### config.mk
export PLATFORM = sky130hd
export DESIGN_NAME = substring_replace_stream_top
export DESIGN_NICKNAME = d
export VERILOG_FILES = /design/src/design/srs_pkg.sv /design/src/design/srs_cfg.sv /design/src/design/srs_buf.sv /design/src/design/srs_match.sv /design/src/design/srs_seq.sv /design/src/design/substring_replace_stream_top.sv
export SDC_FILE = /design/constraint.sdc
export NUM_CORES = 1
export LEC_CHECK = 0
export BUFFER_PORTS_ARGS = -buffer_cell sky130_fd_sc_hd__buf_4
export CAP_MARGIN = 40
export CORE_MARGIN = 5
export CORE_UTILIZATION = 50
export CTS_CLUSTER_DIAMETER = 40
export DETAILED_ROUTE_END_ITERATION = 8
export PLACE_DENSITY = 0.66
export SKIP_LAST_GASP = 1
export SLEW_MARGIN = 20
export SYNTH_ARGS = -nofsm -noshare
export SYNTH_HDL_FRONTEND = slang
export SYNTH_SLANG_ARGS = --single-unit
### constraint.sdc
create_clock -name i_clk -period 4.7 [get_ports i_clk]
set_input_delay 0.94 -clock i_clk [delete_from_list [all_inputs] [get_ports i_clk]]
set_output_delay 0.94 -clock i_clk [all_outputs]
set_load 0.01 [all_outputs]
### src/design/srs_pkg.sv
// ----------------------------------------------------------------------------
// srs_pkg: shared types and constants for the streaming find-and-replace block
// Payload structs, configuration register map, sequencer states and byte
// selection helpers.
// ----------------------------------------------------------------------------
`default_nettype none

package srs_pkg;

    localparam int MAX_PATTERN_DEF     = 32;
    localparam int MAX_REPLACEMENT_DEF = 8;

    localparam int CFG_IDX_W  = 3;
    localparam int CFG_DATA_W = 64;

    // pattern storage is four 64-bit words regardless of MAX_PATTERN
    localparam int PAT_BYTES = 32;
    localparam int PAT_BITS  = PAT_BYTES * 8;
    localparam int PAT_SEL_W = 5;
    localparam int PAT_IDX_W = 7;

    localparam logic [CFG_IDX_W-1:0] REG_PATTERN_LENGTH     = 3'd0;
    localparam logic [CFG_IDX_W-1:0] REG_PATTERN_WORD_0     = 3'd1;
    localparam logic [CFG_IDX_W-1:0] REG_PATTERN_WORD_1     = 3'd2;
    localparam logic [CFG_IDX_W-1:0] REG_PATTERN_WORD_2     = 3'd3;
    localparam logic [CFG_IDX_W-1:0] REG_PATTERN_WORD_3     = 3'd4;
    localparam logic [CFG_IDX_W-1:0] REG_REPLACEMENT_LENGTH = 3'd5;
    localparam logic [CFG_IDX_W-1:0] REG_REPLACEMENT_WORD   = 3'd6;

    localparam logic [5:0]  PLEN_RESET  = 6'd1;
    localparam logic [3:0]  RLEN_RESET  = 4'd1;
    localparam logic [63:0] RWORD_RESET = 64'h2A;   // '*'

    typedef struct packed {
        logic [7:0] text_byte;
        logic       text_end;
    } t_in_item;

    typedef struct packed {
        logic [7:0] out_byte;
        logic       byte_present;
        logic       out_end;
    } t_out_item;

    typedef struct packed {
        logic [5:0]          plen;
        logic [PAT_BITS-1:0] pattern;
        logic [3:0]          rlen;
        logic [63:0]         rword;
    } t_cfg;

    typedef enum logic [3:0] {
        S_IDLE,
        S_CHK_RD,
        S_CHK_CMP,
        S_REPL,
        S_EMIT,
        S_FL_RD,
        S_FL_EMIT,
        S_MARK
    } t_state;

    // pattern bytes past the stored words read as zero
    function automatic logic [7:0] pattern_byte(
        input logic [PAT_BITS-1:0]  pat,
        input logic [PAT_IDX_W-1:0] idx
    );
        logic [7:0] b;
        if (idx >= PAT_IDX_W'(PAT_BYTES)) begin
            b = 8'h00;
        end else begin
            b = pat[{idx[PAT_SEL_W-1:0], 3'b000} +: 8];
        end
        return b;
    endfunction

    function automatic logic [7:0] byte_of_word(
        input logic [63:0] w,
        input logic [2:0]  idx
    );
        return w[{idx, 3'b000} +: 8];
    endfunction

endpackage

`default_nettype wire

### src/design/srs_cfg.sv
// ----------------------------------------------------------------------------
// srs_cfg: configuration register file
// Holds pattern, lengths and replacement; flags pattern writes so the
// sequencer can drop its pending bytes.
// ----------------------------------------------------------------------------
`default_nettype none

module srs_cfg
    import srs_pkg::*;
(
    input  wire logic                  i_clk,
    input  wire logic                  i_rst_n,
    input  wire logic                  i_cfg_we,
    input  wire logic [CFG_IDX_W-1:0]  i_cfg_index,
    input  wire logic [CFG_DATA_W-1:0] i_cfg_data,
    output t_cfg                       o_cfg,
    output logic                       o_clear
);

    t_cfg r_cfg;
    t_cfg n_cfg;

    always_comb begin
        n_cfg = r_cfg;
        if (i_cfg_we) begin
            case (i_cfg_index)
                REG_PATTERN_LENGTH:     n_cfg.plen          = i_cfg_data[5:0];
                REG_PATTERN_WORD_0:     n_cfg.pattern[63:0]    = i_cfg_data;
                REG_PATTERN_WORD_1:     n_cfg.pattern[127:64]  = i_cfg_data;
                REG_PATTERN_WORD_2:     n_cfg.pattern[191:128] = i_cfg_data;
                REG_PATTERN_WORD_3:     n_cfg.pattern[255:192] = i_cfg_data;
                REG_REPLACEMENT_LENGTH: n_cfg.rlen          = i_cfg_data[3:0];
                REG_REPLACEMENT_WORD:   n_cfg.rword         = i_cfg_data;
                default:                n_cfg = r_cfg;
            endcase
        end
    end

    always_ff @(posedge i_clk) begin
        if (!i_rst_n) begin
            r_cfg.plen    <= PLEN_RESET;
            r_cfg.pattern <= '0;
            r_cfg.rlen    <= RLEN_RESET;
            r_cfg.rword   <= RWORD_RESET;
        end else begin
            r_cfg <= n_cfg;
        end
    end

    always_comb begin
        o_clear = i_cfg_we && (i_cfg_index inside {REG_PATTERN_LENGTH, REG_PATTERN_WORD_0,
                                                   REG_PATTERN_WORD_1, REG_PATTERN_WORD_2,
                                                   REG_PATTERN_WORD_3});
    end

    assign o_cfg = r_cfg;

endmodule

`default_nettype wire

### src/design/srs_buf.sv
// ----------------------------------------------------------------------------
// srs_buf: pending byte memory
// One write port, one registered read port; used as a circular buffer.
// ----------------------------------------------------------------------------
`default_nettype none

module srs_buf
    import srs_pkg::*;
#(
    parameter int MAX_PATTERN = MAX_PATTERN_DEF
) (
    input  wire logic                           i_clk,
    input  wire logic                           i_we,
    input  wire logic [$clog2(MAX_PATTERN)-1:0] i_waddr,
    input  wire logic [7:0]                     i_wdata,
    input  wire logic [$clog2(MAX_PATTERN)-1:0] i_raddr,
    output logic [7:0]                          o_rdata
);

    logic [7:0] r_mem [MAX_PATTERN];
    logic [7:0] r_rdata;

    always_ff @(posedge i_clk) begin
        if (i_we) begin
            r_mem[i_waddr] <= i_wdata;
        end
    end

    always_ff @(posedge i_clk) begin
        r_rdata <= r_mem[i_raddr];
    end

    assign o_rdata = r_rdata;

endmodule

`default_nettype wire

### src/design/srs_match.sv
// ----------------------------------------------------------------------------
// srs_match: shared byte compare unit
// Selects one pattern byte by position and compares it to a buffered byte.
// ----------------------------------------------------------------------------
`default_nettype none

module srs_match
    import srs_pkg::*;
(
    input  wire logic [PAT_BITS-1:0]  i_pattern,
    input  wire logic [PAT_IDX_W-1:0] i_index,
    input  wire logic [7:0]           i_data,
    output logic                      o_hit
);

    assign o_hit = (i_data == pattern_byte(i_pattern, i_index));

endmodule

`default_nettype wire

### src/design/srs_seq.sv
// ----------------------------------------------------------------------------
// srs_seq: find-and-replace sequencer
// Appends each byte to the pending window, rechecks the window against the
// pattern one byte per compare, emits literals, replacements, the flush and end markers.
// ----------------------------------------------------------------------------
`default_nettype none

module srs_seq
    import srs_pkg::*;
#(
    parameter int MAX_PATTERN     = MAX_PATTERN_DEF,
    parameter int MAX_REPLACEMENT = MAX_REPLACEMENT_DEF
) (
    input  wire logic                           i_clk,
    input  wire logic                           i_rst_n,
    input  wire logic                           i_in_valid,
    input  wire t_in_item                       i_in_data,
    output logic                                o_in_ready,
    output logic                                o_out_valid,
    input  wire logic                           i_out_ready,
    output t_out_item                           o_out_data,
    input  wire t_cfg                           i_cfg,
    input  wire logic                           i_clear,
    output logic                                o_buf_we,
    output logic [$clog2(MAX_PATTERN)-1:0]      o_buf_waddr,
    output logic [7:0]                          o_buf_wdata,
    output logic [$clog2(MAX_PATTERN)-1:0]      o_buf_raddr,
    input  wire logic [7:0]                     i_buf_rdata,
    output logic [PAT_IDX_W-1:0]                o_cmp_index,
    input  wire logic                           i_cmp_hit
);

    localparam int AW = $clog2(MAX_PATTERN);
    localparam int CW = $clog2(MAX_PATTERN + 1);
    localparam int RW = $clog2(MAX_REPLACEMENT + 1);
    localparam logic [AW:0] DEPTH = (AW + 1)'(MAX_PATTERN);

    t_state      r_state, n_state;
    logic [AW-1:0] r_head, n_head;
    logic [CW-1:0] r_count, n_count;
    logic [CW-1:0] r_j, n_j;
    logic [RW-1:0] r_k, n_k;
    logic        r_end, n_end;
    logic [7:0]  r_first, n_first;
    logic        r_out_valid, n_out_valid;
    t_out_item   r_out_data, n_out_data;

    logic [CW-1:0] w_plen;
    logic [RW-1:0] w_rlen;
    logic [AW:0]   w_sum_rd, w_sum_wr, w_sum_inc;
    logic [AW-1:0] w_raddr, w_waddr, w_head_inc;
    logic          w_out_free;
    logic          w_last_j;
    logic          w_full;
    logic          w_last_k;

    // effective lengths: pattern at least one byte, both saturate
    always_comb begin
        if (i_cfg.plen == 6'd0) begin
            w_plen = CW'(1);
        end else if ({1'b0, i_cfg.plen} > 7'(MAX_PATTERN)) begin
            w_plen = CW'(MAX_PATTERN);
        end else begin
            w_plen = CW'(i_cfg.plen);
        end
        if (i_cfg.rlen > 4'(MAX_REPLACEMENT)) begin
            w_rlen = RW'(MAX_REPLACEMENT);
        end else begin
            w_rlen = RW'(i_cfg.rlen);
        end
    end

    // circular addressing; operands stay below twice the depth
    always_comb begin
        w_sum_rd   = {1'b0, r_head} + (AW + 1)'(r_j);
        w_sum_wr   = {1'b0, r_head} + (AW + 1)'(r_count);
        w_sum_inc  = {1'b0, r_head} + (AW + 1)'(1);
        w_raddr    = (w_sum_rd  >= DEPTH) ? AW'(w_sum_rd  - DEPTH) : w_sum_rd[AW-1:0];
        w_waddr    = (w_sum_wr  >= DEPTH) ? AW'(w_sum_wr  - DEPTH) : w_sum_wr[AW-1:0];
        w_head_inc = (w_sum_inc >= DEPTH) ? AW'(w_sum_inc - DEPTH) : w_sum_inc[AW-1:0];
    end

    assign w_out_free = !r_out_valid || i_out_ready;
    assign w_last_j   = (r_j + CW'(1)) == r_count;
    assign w_full     = r_count >= w_plen;
    assign w_last_k   = r_k == (w_rlen - RW'(1));

    // next state
    always_comb begin
        n_state = r_state;
        case (r_state)
            S_IDLE: begin
                if (i_in_valid) begin
                    n_state = S_CHK_RD;
                end
            end
            S_CHK_RD: n_state = S_CHK_CMP;
            S_CHK_CMP: begin
                if (!i_cmp_hit) begin
                    n_state = S_EMIT;
                end else if (w_last_j) begin
                    if (w_full) begin
                        n_state = S_REPL;
                    end else if (r_end) begin
                        n_state = S_FL_RD;
                    end else begin
                        n_state = S_IDLE;
                    end
                end else begin
                    n_state = S_CHK_RD;
                end
            end
            S_REPL: begin
                if (w_rlen == '0) begin
                    n_state = r_end ? S_MARK : S_IDLE;
                end else if (w_out_free && w_last_k) begin
                    n_state = S_IDLE;
                end
            end
            S_EMIT: begin
                if (w_out_free) begin
                    n_state = (r_count == CW'(1)) ? S_IDLE : S_CHK_RD;
                end
            end
            S_FL_RD: n_state = S_FL_EMIT;
            S_FL_EMIT: begin
                if (w_out_free) begin
                    n_state = w_last_j ? S_IDLE : S_FL_RD;
                end
            end
            S_MARK: begin
                if (w_out_free) begin
                    n_state = S_IDLE;
                end
            end
            default: n_state = S_IDLE;
        endcase
    end

    // datapath and outputs
    always_comb begin
        n_head      = r_head;
        n_count     = r_count;
        n_j         = r_j;
        n_k         = r_k;
        n_end       = r_end;
        n_first     = r_first;
        n_out_valid = r_out_valid && !i_out_ready;
        n_out_data  = r_out_data;
        o_buf_we    = 1'b0;
        o_buf_wdata = i_in_data.text_byte;
        o_in_ready  = 1'b0;

        case (r_state)
            S_IDLE: begin
                o_in_ready = 1'b1;
                if (i_in_valid) begin
                    o_buf_we = 1'b1;
                    n_count  = r_count + CW'(1);
                    n_end    = i_in_data.text_end;
                    n_j      = '0;
                end
            end
            S_CHK_CMP: begin
                if (r_j == '0) begin
                    n_first = i_buf_rdata;
                end
                if (i_cmp_hit) begin
                    n_j = r_j + CW'(1);
                    if (w_last_j) begin
                        if (w_full) begin
                            // only the whole window can match, so nothing went out before
                            n_count = '0;
                            n_head  = '0;
                            n_k     = '0;
                        end else if (r_end) begin
                            n_j = '0;
                        end
                    end
                end
            end
            S_REPL: begin
                if (w_rlen != '0 && w_out_free) begin
                    n_out_valid = 1'b1;
                    n_out_data  = '{out_byte: byte_of_word(i_cfg.rword, 3'(r_k)),
                                    byte_present: 1'b1,
                                    out_end: r_end && w_last_k};
                    n_k         = r_k + RW'(1);
                end
            end
            S_EMIT: begin
                if (w_out_free) begin
                    n_out_valid = 1'b1;
                    n_out_data  = '{out_byte: r_first, byte_present: 1'b1,
                                    out_end: r_end && (r_count == CW'(1))};
                    n_head      = w_head_inc;
                    n_count     = r_count - CW'(1);
                    n_j         = '0;
                end
            end
            S_FL_EMIT: begin
                if (w_out_free) begin
                    n_out_valid = 1'b1;
                    n_out_data  = '{out_byte: i_buf_rdata, byte_present: 1'b1,
                                    out_end: w_last_j};
                    n_j         = r_j + CW'(1);
                    if (w_last_j) begin
                        n_count = '0;
                        n_head  = '0;
                    end
                end
            end
            S_MARK: begin
                if (w_out_free) begin
                    n_out_valid = 1'b1;
                    n_out_data  = '{out_byte: 8'h00, byte_present: 1'b0, out_end: 1'b1};
                end
            end
            default: begin
                n_count = r_count;
            end
        endcase

        // pattern rewrite drops pending bytes
        if (i_clear) begin
            n_count = '0;
            n_head  = '0;
        end
    end

    always_ff @(posedge i_clk) begin
        if (!i_rst_n) begin
            r_state     <= S_IDLE;
            r_head      <= '0;
            r_count     <= '0;
            r_j         <= '0;
            r_k         <= '0;
            r_end       <= 1'b0;
            r_out_valid <= 1'b0;
        end else begin
            r_state     <= n_state;
            r_head      <= n_head;
            r_count     <= n_count;
            r_j         <= n_j;
            r_k         <= n_k;
            r_end       <= n_end;
            r_out_valid <= n_out_valid;
        end
    end

    always_ff @(posedge i_clk) begin
        r_first    <= n_first;
        r_out_data <= n_out_data;
    end

    assign o_buf_waddr = w_waddr;
    assign o_buf_raddr = w_raddr;
    assign o_cmp_index = PAT_IDX_W'(r_j);
    assign o_out_valid = r_out_valid;
    assign o_out_data  = r_out_data;

endmodule

`default_nettype wire

### src/design/substring_replace_stream_top.sv
// ----------------------------------------------------------------------------
// substring_replace_stream_top: streaming find-and-replace
// Replaces each leftmost non-overlapping occurrence of a pattern in a byte
// stream with a replacement string.
// ----------------------------------------------------------------------------
// Usage:
//   Input channel (i_in_valid/o_in_ready) takes one text byte per request,
//   with text_end on the last byte of a text. Output channel
//   (o_out_valid/i_out_ready) gives the rewritten bytes; out_end marks the
//   last result of a text, a bare end marker has byte_present low.
//   Configuration is written through i_cfg_we/i_cfg_index/i_cfg_data while
//   the block is idle; a pattern write drops pending bytes.
//   One request is worked on at a time. A byte that mismatches with nothing
//   pending goes through a memory read, a compare and an emit before ready
//   returns; a byte that only extends the window, through the recheck. Each
//   recheck of the pending window reads, then compares, one pending byte at a
//   time in the shared byte comparator, and each emitted byte waits for a free
//   output register, so a mismatch after k pending bytes costs on the order of
//   k*k compares. A flush reads and emits one pending byte at a time.
//   Reset clears the pending window and loads the default configuration
//   (pattern length 1, pattern 0x00, replacement "*"). When the receiver
//   stalls, the output register holds its result and the sequencer waits.
// ----------------------------------------------------------------------------
`default_nettype none

module substring_replace_stream_top
    import srs_pkg::*;
#(
    parameter int MAX_PATTERN     = MAX_PATTERN_DEF,
    parameter int MAX_REPLACEMENT = MAX_REPLACEMENT_DEF
) (
    input  wire logic                  i_clk,
    input  wire logic                  i_rst_n,
    input  wire logic                  i_in_valid,
    output logic                       o_in_ready,
    input  wire t_in_item              i_in_data,
    output logic                       o_out_valid,
    input  wire logic                  i_out_ready,
    output t_out_item                  o_out_data,
    input  wire logic                  i_cfg_we,
    input  wire logic [CFG_IDX_W-1:0]  i_cfg_index,
    input  wire logic [CFG_DATA_W-1:0] i_cfg_data
);

    localparam int AW = $clog2(MAX_PATTERN);

    t_cfg          w_cfg;
    logic          w_clear;
    logic          w_buf_we;
    logic [AW-1:0] w_buf_waddr;
    logic [7:0]    w_buf_wdata;
    logic [AW-1:0] w_buf_raddr;
    logic [7:0]    w_buf_rdata;
    logic [PAT_IDX_W-1:0] w_cmp_index;
    logic          w_cmp_hit;

    srs_cfg u_cfg (
        .i_clk       (i_clk),
        .i_rst_n     (i_rst_n),
        .i_cfg_we    (i_cfg_we),
        .i_cfg_index (i_cfg_index),
        .i_cfg_data  (i_cfg_data),
        .o_cfg       (w_cfg),
        .o_clear     (w_clear)
    );

    srs_buf #(
        .MAX_PATTERN (MAX_PATTERN)
    ) u_buf (
        .i_clk   (i_clk),
        .i_we    (w_buf_we),
        .i_waddr (w_buf_waddr),
        .i_wdata (w_buf_wdata),
        .i_raddr (w_buf_raddr),
        .o_rdata (w_buf_rdata)
    );

    srs_match u_match (
        .i_pattern (w_cfg.pattern),
        .i_index   (w_cmp_index),
        .i_data    (w_buf_rdata),
        .o_hit     (w_cmp_hit)
    );

    srs_seq #(
        .MAX_PATTERN     (MAX_PATTERN),
        .MAX_REPLACEMENT (MAX_REPLACEMENT)
    ) u_seq (
        .i_clk       (i_clk),
        .i_rst_n     (i_rst_n),
        .i_in_valid  (i_in_valid),
        .i_in_data   (i_in_data),
        .o_in_ready  (o_in_ready),
        .o_out_valid (o_out_valid),
        .i_out_ready (i_out_ready),
        .o_out_data  (o_out_data),
        .i_cfg       (w_cfg),
        .i_clear     (w_clear),
        .o_buf_we    (w_buf_we),
        .o_buf_waddr (w_buf_waddr),
        .o_buf_wdata (w_buf_wdata),
        .o_buf_raddr (w_buf_raddr),
        .i_buf_rdata (w_buf_rdata),
        .o_cmp_index (w_cmp_index),
        .i_cmp_hit   (w_cmp_hit)
    );

endmodule

`default_nettype wire

# After elaboration in Yosys (flattened, before gate mapping)
# Memory sizes are Yosys's and may differ from the RTL's. A register that Yosys moved wholly into a read port is not among the register bits.
# Index checks and enable logic that the tools add are counted.
# classes
addsub,11
eq_ne,27
reduce_logical,37
shift,2
n_lt_le_gt_ge,7
bitwise_logic,1
n_mux,62
# op_table
op,n
$shiftx A256 B9 Y8,1
$mux W6,16
$shiftx A64 B7 Y8,1
$mux W4,14
$pmux W6 S4,2
$mux W5,9
$mux W10,4
$pmux W10 S4,1
$pmux W4 S8,1
$ge A6 B6 Y1 const B,4
$reduce_and A5 Y1,4
$reduce_and A2 Y1,9
$eq A4 B3 Y1 const B,4
$ne A2 B1 Y1 const B,8
$pmux W5 S3,1
$sub A5 B1 Y5 const B,3
$add A5 B6 Y6,2
$add A6 B1 Y6 const B,2
$logic_not A6 Y1,2
$reduce_bool A4 Y1,3
$eq A3 B3 Y1 const B,3
$mux W3,3
$eq A4 B2 Y1 const B,2
$eq A8 B8 Y1,1
32 further kinds,47
# word_totals
mem_count,1
output_inout_bits,12
ram_bits,256
elab_cells,166
register_bits,375
# mem_list
memory,words,word_bits,read_ports,rd_ports_with_merged_regs,write_ports,line_no,rtl
u_buf.r_mem,32,8,1,1,1,srs_buf.sv:20,logic [7:0] r_mem [MAX_PATTERN];

# Longest topological paths before layout
# logic_depth
depth_word,8
ltp_mapped,15
ltp_nobuf,12

# Modules after synthesis
# Synthesis repeated with hierarchy kept, for this count alone.
# unflattened
hier_cells,2148
hier_area_um2,28031.9
# by_module_without_submodules
module,area_each_um2,seq_area_each_um2,cells_each,instances
srs_cfg,11972.7,6606.3,1152,1
srs_buf,10053.4,7847.5,417,1
srs_seq,3753.6,1061.0,399,1
srs_match,2252.2,0.0,180,1

# Worst setup path after synthesis
# OpenSTA, ideal clock, no wires.
# synth_path
kind,register -> register
from,register u_seq.r_j[1]
to,register u_seq.r_head[2]
path_stages_with_launch,15
t_arrival_ns,3.312
setup_slack_ns,1.274
required_ns,4.585
setup_ns,0.115
cell_sequence,dfxtp_1 buf_6 buf_6 buf_6 buf_6 buf_4 inv_1 ha_1 xnor2_1 nand2_1 or4_4 a2111o_1 o31a_1 o41a_1 o21a_1
# synth_between
elab_chain_len,5
word_cells_on_any_way,10
# synth_rtl
element,line_no,rtl
"start, declared",srs_seq.sv:41,"logic [CW-1:0] r_j, n_j;"
"start signal, assigned",srs_seq.sv:244,r_j <= n_j;
$shiftx A256 B9 Y8 / $ge A6 B6 Y1 (equally long branches),"srs_pkg.sv:72, srs_pkg.sv:69",
$mux W8,srs_pkg.sv:69,if (idx >= PAT_IDX_W'(PAT_BYTES)) begin
$eq A8 B8 Y1,srs_match.sv:16,"assign o_hit = (i_data == pattern_byte(i_pattern, i_index));"
$ne A2 B1 Y1 (no source line),n/a,
$reduce_and A7 Y1 (no source line) *,n/a,
"end signal, assigned",srs_seq.sv:242,r_head <= n_head;
"end, declared",srs_seq.sv:39,"logic [AW-1:0] r_head, n_head;"
# Every way passes the cells marked *; elsewhere a longest branch is shown, timed or not.
# A chain may end at the register's enable or synchronous reset.

# Worst setup path after layout
# layout_path
from,register u_seq.r_j[0]
to,register u_seq.r_k[3]
# layout_between
elab_chain_len,5
word_cells_on_any_way,9
# layout_rtl
element,line_no,rtl
$shiftx A256 B9 Y8 / $ge A6 B6 Y1 (equally long branches),"srs_pkg.sv:72, srs_pkg.sv:69",
$mux W8,srs_pkg.sv:69,
$eq A8 B8 Y1,srs_match.sv:16,
$ne A2 B1 Y1 (no source line),n/a,
$reduce_and A5 Y1 (no source line) *,n/a,
"end signal, assigned",srs_seq.sv:245,r_k <= n_k;
"end, declared",srs_seq.sv:42,"logic [RW-1:0] r_k, n_k;"
# Marks and branches as above.

==> flow_metrics.env <==
export IMPL_peakVddDrop_mv=0.347
export IMPL_path_cells="buf_4 > buf_4 > nor2b_1 > a22oi_1 > a41oi_1 > o21ai_0 > a221oi_2 > nand4_2 > o21ai_1 > a41oi_1"
export IMPL_overflow=0
export IMPL_diodes=0
export IMPL_core_area_mm2=0.0548
export IMPL_synth_nets=2594
export IMPL_cp_arrival_ns=4.56
export IMPL_fmax_ghz=0.245
export IMPL_die_w_um=245
export IMPL_cpPeakStageDelay_ns=0.79
export IMPL_netlist_cell_type_count=85
export IMPL_crit_fanout=37
export IMPL_ios=93
export IMPL_place_gp_congestion=0.919
export IMPL_grt_pass1_vias=19100
export IMPL_r2r_start="u_seq.r_j[0]$_SDFFE_PN0P_"
export IMPL_nets=2675
export IMPL_crit_buf_inv=2
export IMPL_r2r_cells=10
export IMPL_seqPwrFrac=0.420
export IMPL_required_ns=5.18
export IMPL_p_sw_w=0.00356
export IMPL_dieHeight_um=245
export IMPL_grt_pass1_wl_um=119000
export IMPL_crit_family="compound AO/OA/AOI/OAI gates"
export IMPL_vias=20200
export IMPL_hold_viol=0
export IMPL_hold_end="u_cfg.o_cfg[308]$_SDFFE_PN0P_"
export IMPL_dieArea_mm2=0.0598
export IMPL_drive_gt1_frac=0.192
export IMPL_routedWlPerCell_um=23.3
export IMPL_worst_slew_pin_slew_ns=0.854
export IMPL_r2r_slack_ns=0.61
export IMPL_fillCellCount=4320
export IMPL_htree_levels=3
export IMPL_slew_viol_final=0
export IMPL_cts_max_path_buffers=3
export IMPL_hold_depth=2
export IMPL_cts_hold_buf=0
export IMPL_cts_sinks=638
export IMPL_synthCells=2489
export IMPL_reg2reg_to="u_seq.r_k[3]$_SDFFE_PN0P_"
export IMPL_p_per_area_mw_per_mm2=446
export IMPL_clk_latency_ns=0.64
export IMPL_post_cts_buffers=0
export IMPL_ys_flop_type="dfxtp_1"
export IMPL_syn_area_mm2=0.0275
export IMPL_totalWireLength_um=78100
export IMPL_numCtsBuffers=93
export IMPL_min_period_ns=4.09
export IMPL_rsz0062_at_grt="false"
export IMPL_cp_end_kind="register"
export IMPL_cts_resized=0
export IMPL_skew_ns=0.0395
export IMPL_power_internal_w=0.0108
export IMPL_rows=86
export IMPL_yosys_warnings=0
export IMPL_start_kind="register"
export IMPL_status="finished, final reports clean"
export IMPL_finalSetupViolCount=0
export IMPL_dpl_hpwl_um=52500
export IMPL_critical_path_class="reg -> reg"
export IMPL_pwr_share_comb=0.079
export IMPL_cts_tree="built"
export IMPL_async_flop_share=0
export IMPL_hold_worst_slack_ns=0.449
export IMPL_synth_seq_cells=638
export IMPL_min_delay_start="u_cfg.o_cfg[308]$_SDFFE_PN0P_"
export IMPL_cts_root_buf="clkbuf_16"
export IMPL_max_slew_margin=0.431
export IMPL_p_clk_frac=0.501
export IMPL_synth_edf_count=274
export IMPL_avgSynthCellArea_um2=11.1
export IMPL_drv_cap=0
export IMPL_power_leakage_nw=10.8
export IMPL_drc=0
export IMPL_detail_route_antenna_nets=0
export IMPL_switching_share=0.247
export IMPL_dr_pass1_iters=5
export IMPL_syn2layout_area_growth_pct=17.3
export IMPL_hold_path_class="reg -> reg"
export IMPL_viasPerCell=6.02
export IMPL_io_buffers=92
export IMPL_grt_start_max_net_pins=164
export IMPL_fin_crit_sh=0.869
export IMPL_synth_seq_area_share=0.564
export IMPL_ff_latch_area_mm2=0.0155
export IMPL_multiInputGateArea_mm2=0.0112
export IMPL_drt_iter0_markers=2131
export IMPL_track_usage=0.256
export IMPL_path_clk_slew_ns=0.05
export IMPL_antenna_found_initial=1
export IMPL_initial_core_util=0.503
export IMPL_tns_ns=0
export IMPL_slowest_stage="dfxtp_4"
-- through the flow --
step / area [µm²] / setup slack (ns) / power (W) / utilization / cells
final: 32300 / 0.615 / 0.0144 / 0.590 / 3352
after global routing: 32300 / 0.370 / 0.0149 / 0.590 / 3352
after CTS: 32200 / 0.667 / 0.0145 / 0.588 / 3345
after detailed placement: 28900 / 0.664 / 0.00728 / 0.527 / 3172
after global placement: 28700 / 0.798 / 0.00725 / 0.524 / 3151
after floorplan: 27500 / 1.27 / 0.00684 / - / 2489
-- registers in the layout (all words and copies together), names as in the netlist --
signal and flops:
u_buf.r_mem 256, u_buf.o_rdata 8, u_seq.o_out_data 10, u_seq.r_state 3
u_seq.o_out_valid 1, u_seq.r_end 1, u_seq.r_count 6, u_cfg.o_cfg 330
u_seq.r_head 5, u_seq.r_j 6, u_seq.r_k 4, u_seq.r_first 8
-- how the worst max path moves through the flow --
stage	cells after the start	slack, ns	endpoint	start
after global routing	10	0.37	u_seq.r_state[2]$_SDFFE_PN0P_	u_seq.r_j[0]$_SDFFE_PN0P_
after CTS	10	0.67	u_seq.r_k[3]$_SDFFE_PN0P_	u_seq.r_j[0]$_SDFFE_PN0P_
after detailed placement	10	0.66	u_seq.r_k[3]$_SDFFE_PN0P_	u_seq.r_j[0]$_SDFFE_PN0P_
final	10	0.61	u_seq.r_k[3]$_SDFFE_PN0P_	u_seq.r_j[0]$_SDFFE_PN0P_
after floorplan	14	1.27	u_seq.r_head[2]$_SDFFE_PP0P_	u_seq.r_j[1]$_SDFFE_PN0P_
after global placement	10	0.80	u_seq.r_k[0]$_SDFFE_PN0P_	u_seq.r_j[0]$_SDFFE_PN0P_
-- layout by cell type (no fill, tap or decap), drive strengths merged, types with 13 or more instances in the layout --
cell type	Yosys	final
a21oi	345	345
a31oi	13	13
buf	41	155
clkbuf	128	102
clkinv	0	28
dfxtp	364	364
edfxtp	274	274
ha	22	22
inv	13	38
mux2	13	13
mux2i	77	77
mux4	141	141
nand2	705	705
nand3	30	30
nor2	82	82
nor2b	19	19
nor3	15	15
o21ai	19	19
o22ai	15	15
xnor2	15	15
-- power groups by stage --
stage	registers (W)	logic (W)	clock network [W]
global route	0.00606	0.00122	0.00760
floorplan	0.00609	0.000758	0
global placement	0.00617	0.00109	0
CTS	0.00605	0.00112	0.00731
detailed placement	0.00617	0.00112	0
finish	0.00605	0.00113	0.00723
-- metal layers --
metal,share of wire,track usage
met5,0.00017,0
met4,0.031,0.0908
met3,0.095,0.0556
met2,0.45,0.381
met1,0.43,0.376
-- final cells by class --
cell class / count / share of cell area
clock buffer: 102 / 0.0761
clock inverter: 71 / 0.0261
inverter: 13 / 0.00174
multi-input combinational: 1669 / 0.348
sequential: 638 / 0.481
tap: 704 / 0.0273
timing repair buffer: 155 / 0.0400
-- worst reg2reg max path, delay by kind of cell, from the launching register on --
kind | cells | cell delay, ns
AOI/OAI and AO/OA | 6 | 1.75
and+or+nand+nor | 2 | 0.75
buffers and inverters | 2 | 0.64
DFF | 1 | 0.79
-- Yosys cell counts (all sizes together) (4+ instances only) --
master | count | area share
inv | 13 | 0.0018
nor2b | 19 | 0.0043
xnor2 | 15 | 0.0048
nand2 | 705 | 0.096
mux4 | 141 | 0.12
and2 | 5 | 0.0011
a22oi | 12 | 0.0035
clkbuf | 128 | 0.017
nor2 | 82 | 0.011
ha | 22 | 0.010
a22o | 6 | 0.0019
nor3 | 15 | 0.0027
a211oi | 7 | 0.0021
a221oi | 6 | 0.0021
o21ai | 19 | 0.0035
buf | 41 | 0.012
nand4 | 6 | 0.0016
mux2i | 77 | 0.028
edfxtp | 274 | 0.30
o22ai | 15 | 0.0034
a31oi | 13 | 0.0030
or2 | 4 | 0.00091
a21oi | 345 | 0.063
mux2 | 13 | 0.0053
dfxtp | 364 | 0.26
nand3 | 30 | 0.0059
o31ai | 6 | 0.0023
xor2 | 9 | 0.0029
o21a | 6 | 0.0016
o31a | 5 | 0.0016
or3 | 4 | 0.00091
nor4 | 10 | 0.0023
nand2b | 11 | 0.0025
a21o | 8 | 0.0022
-- cells by family (layout without fill, tap and decap cells) --
group                    after synthesis  in the layout  synth area share
AO/OA/AOI/OAI                        481            481             0.101
XOR/XNOR                              25             25           0.00846
adder cells (fa/ha/maj)               24             24            0.0115
buffers and inverters                182            341            0.0309
flip-flops                           638            638             0.564
multiplexers                         231            231             0.149
AND/OR/NAND/NOR                      908            908             0.135
Note: power is estimated with default switching activity, not from simulation.
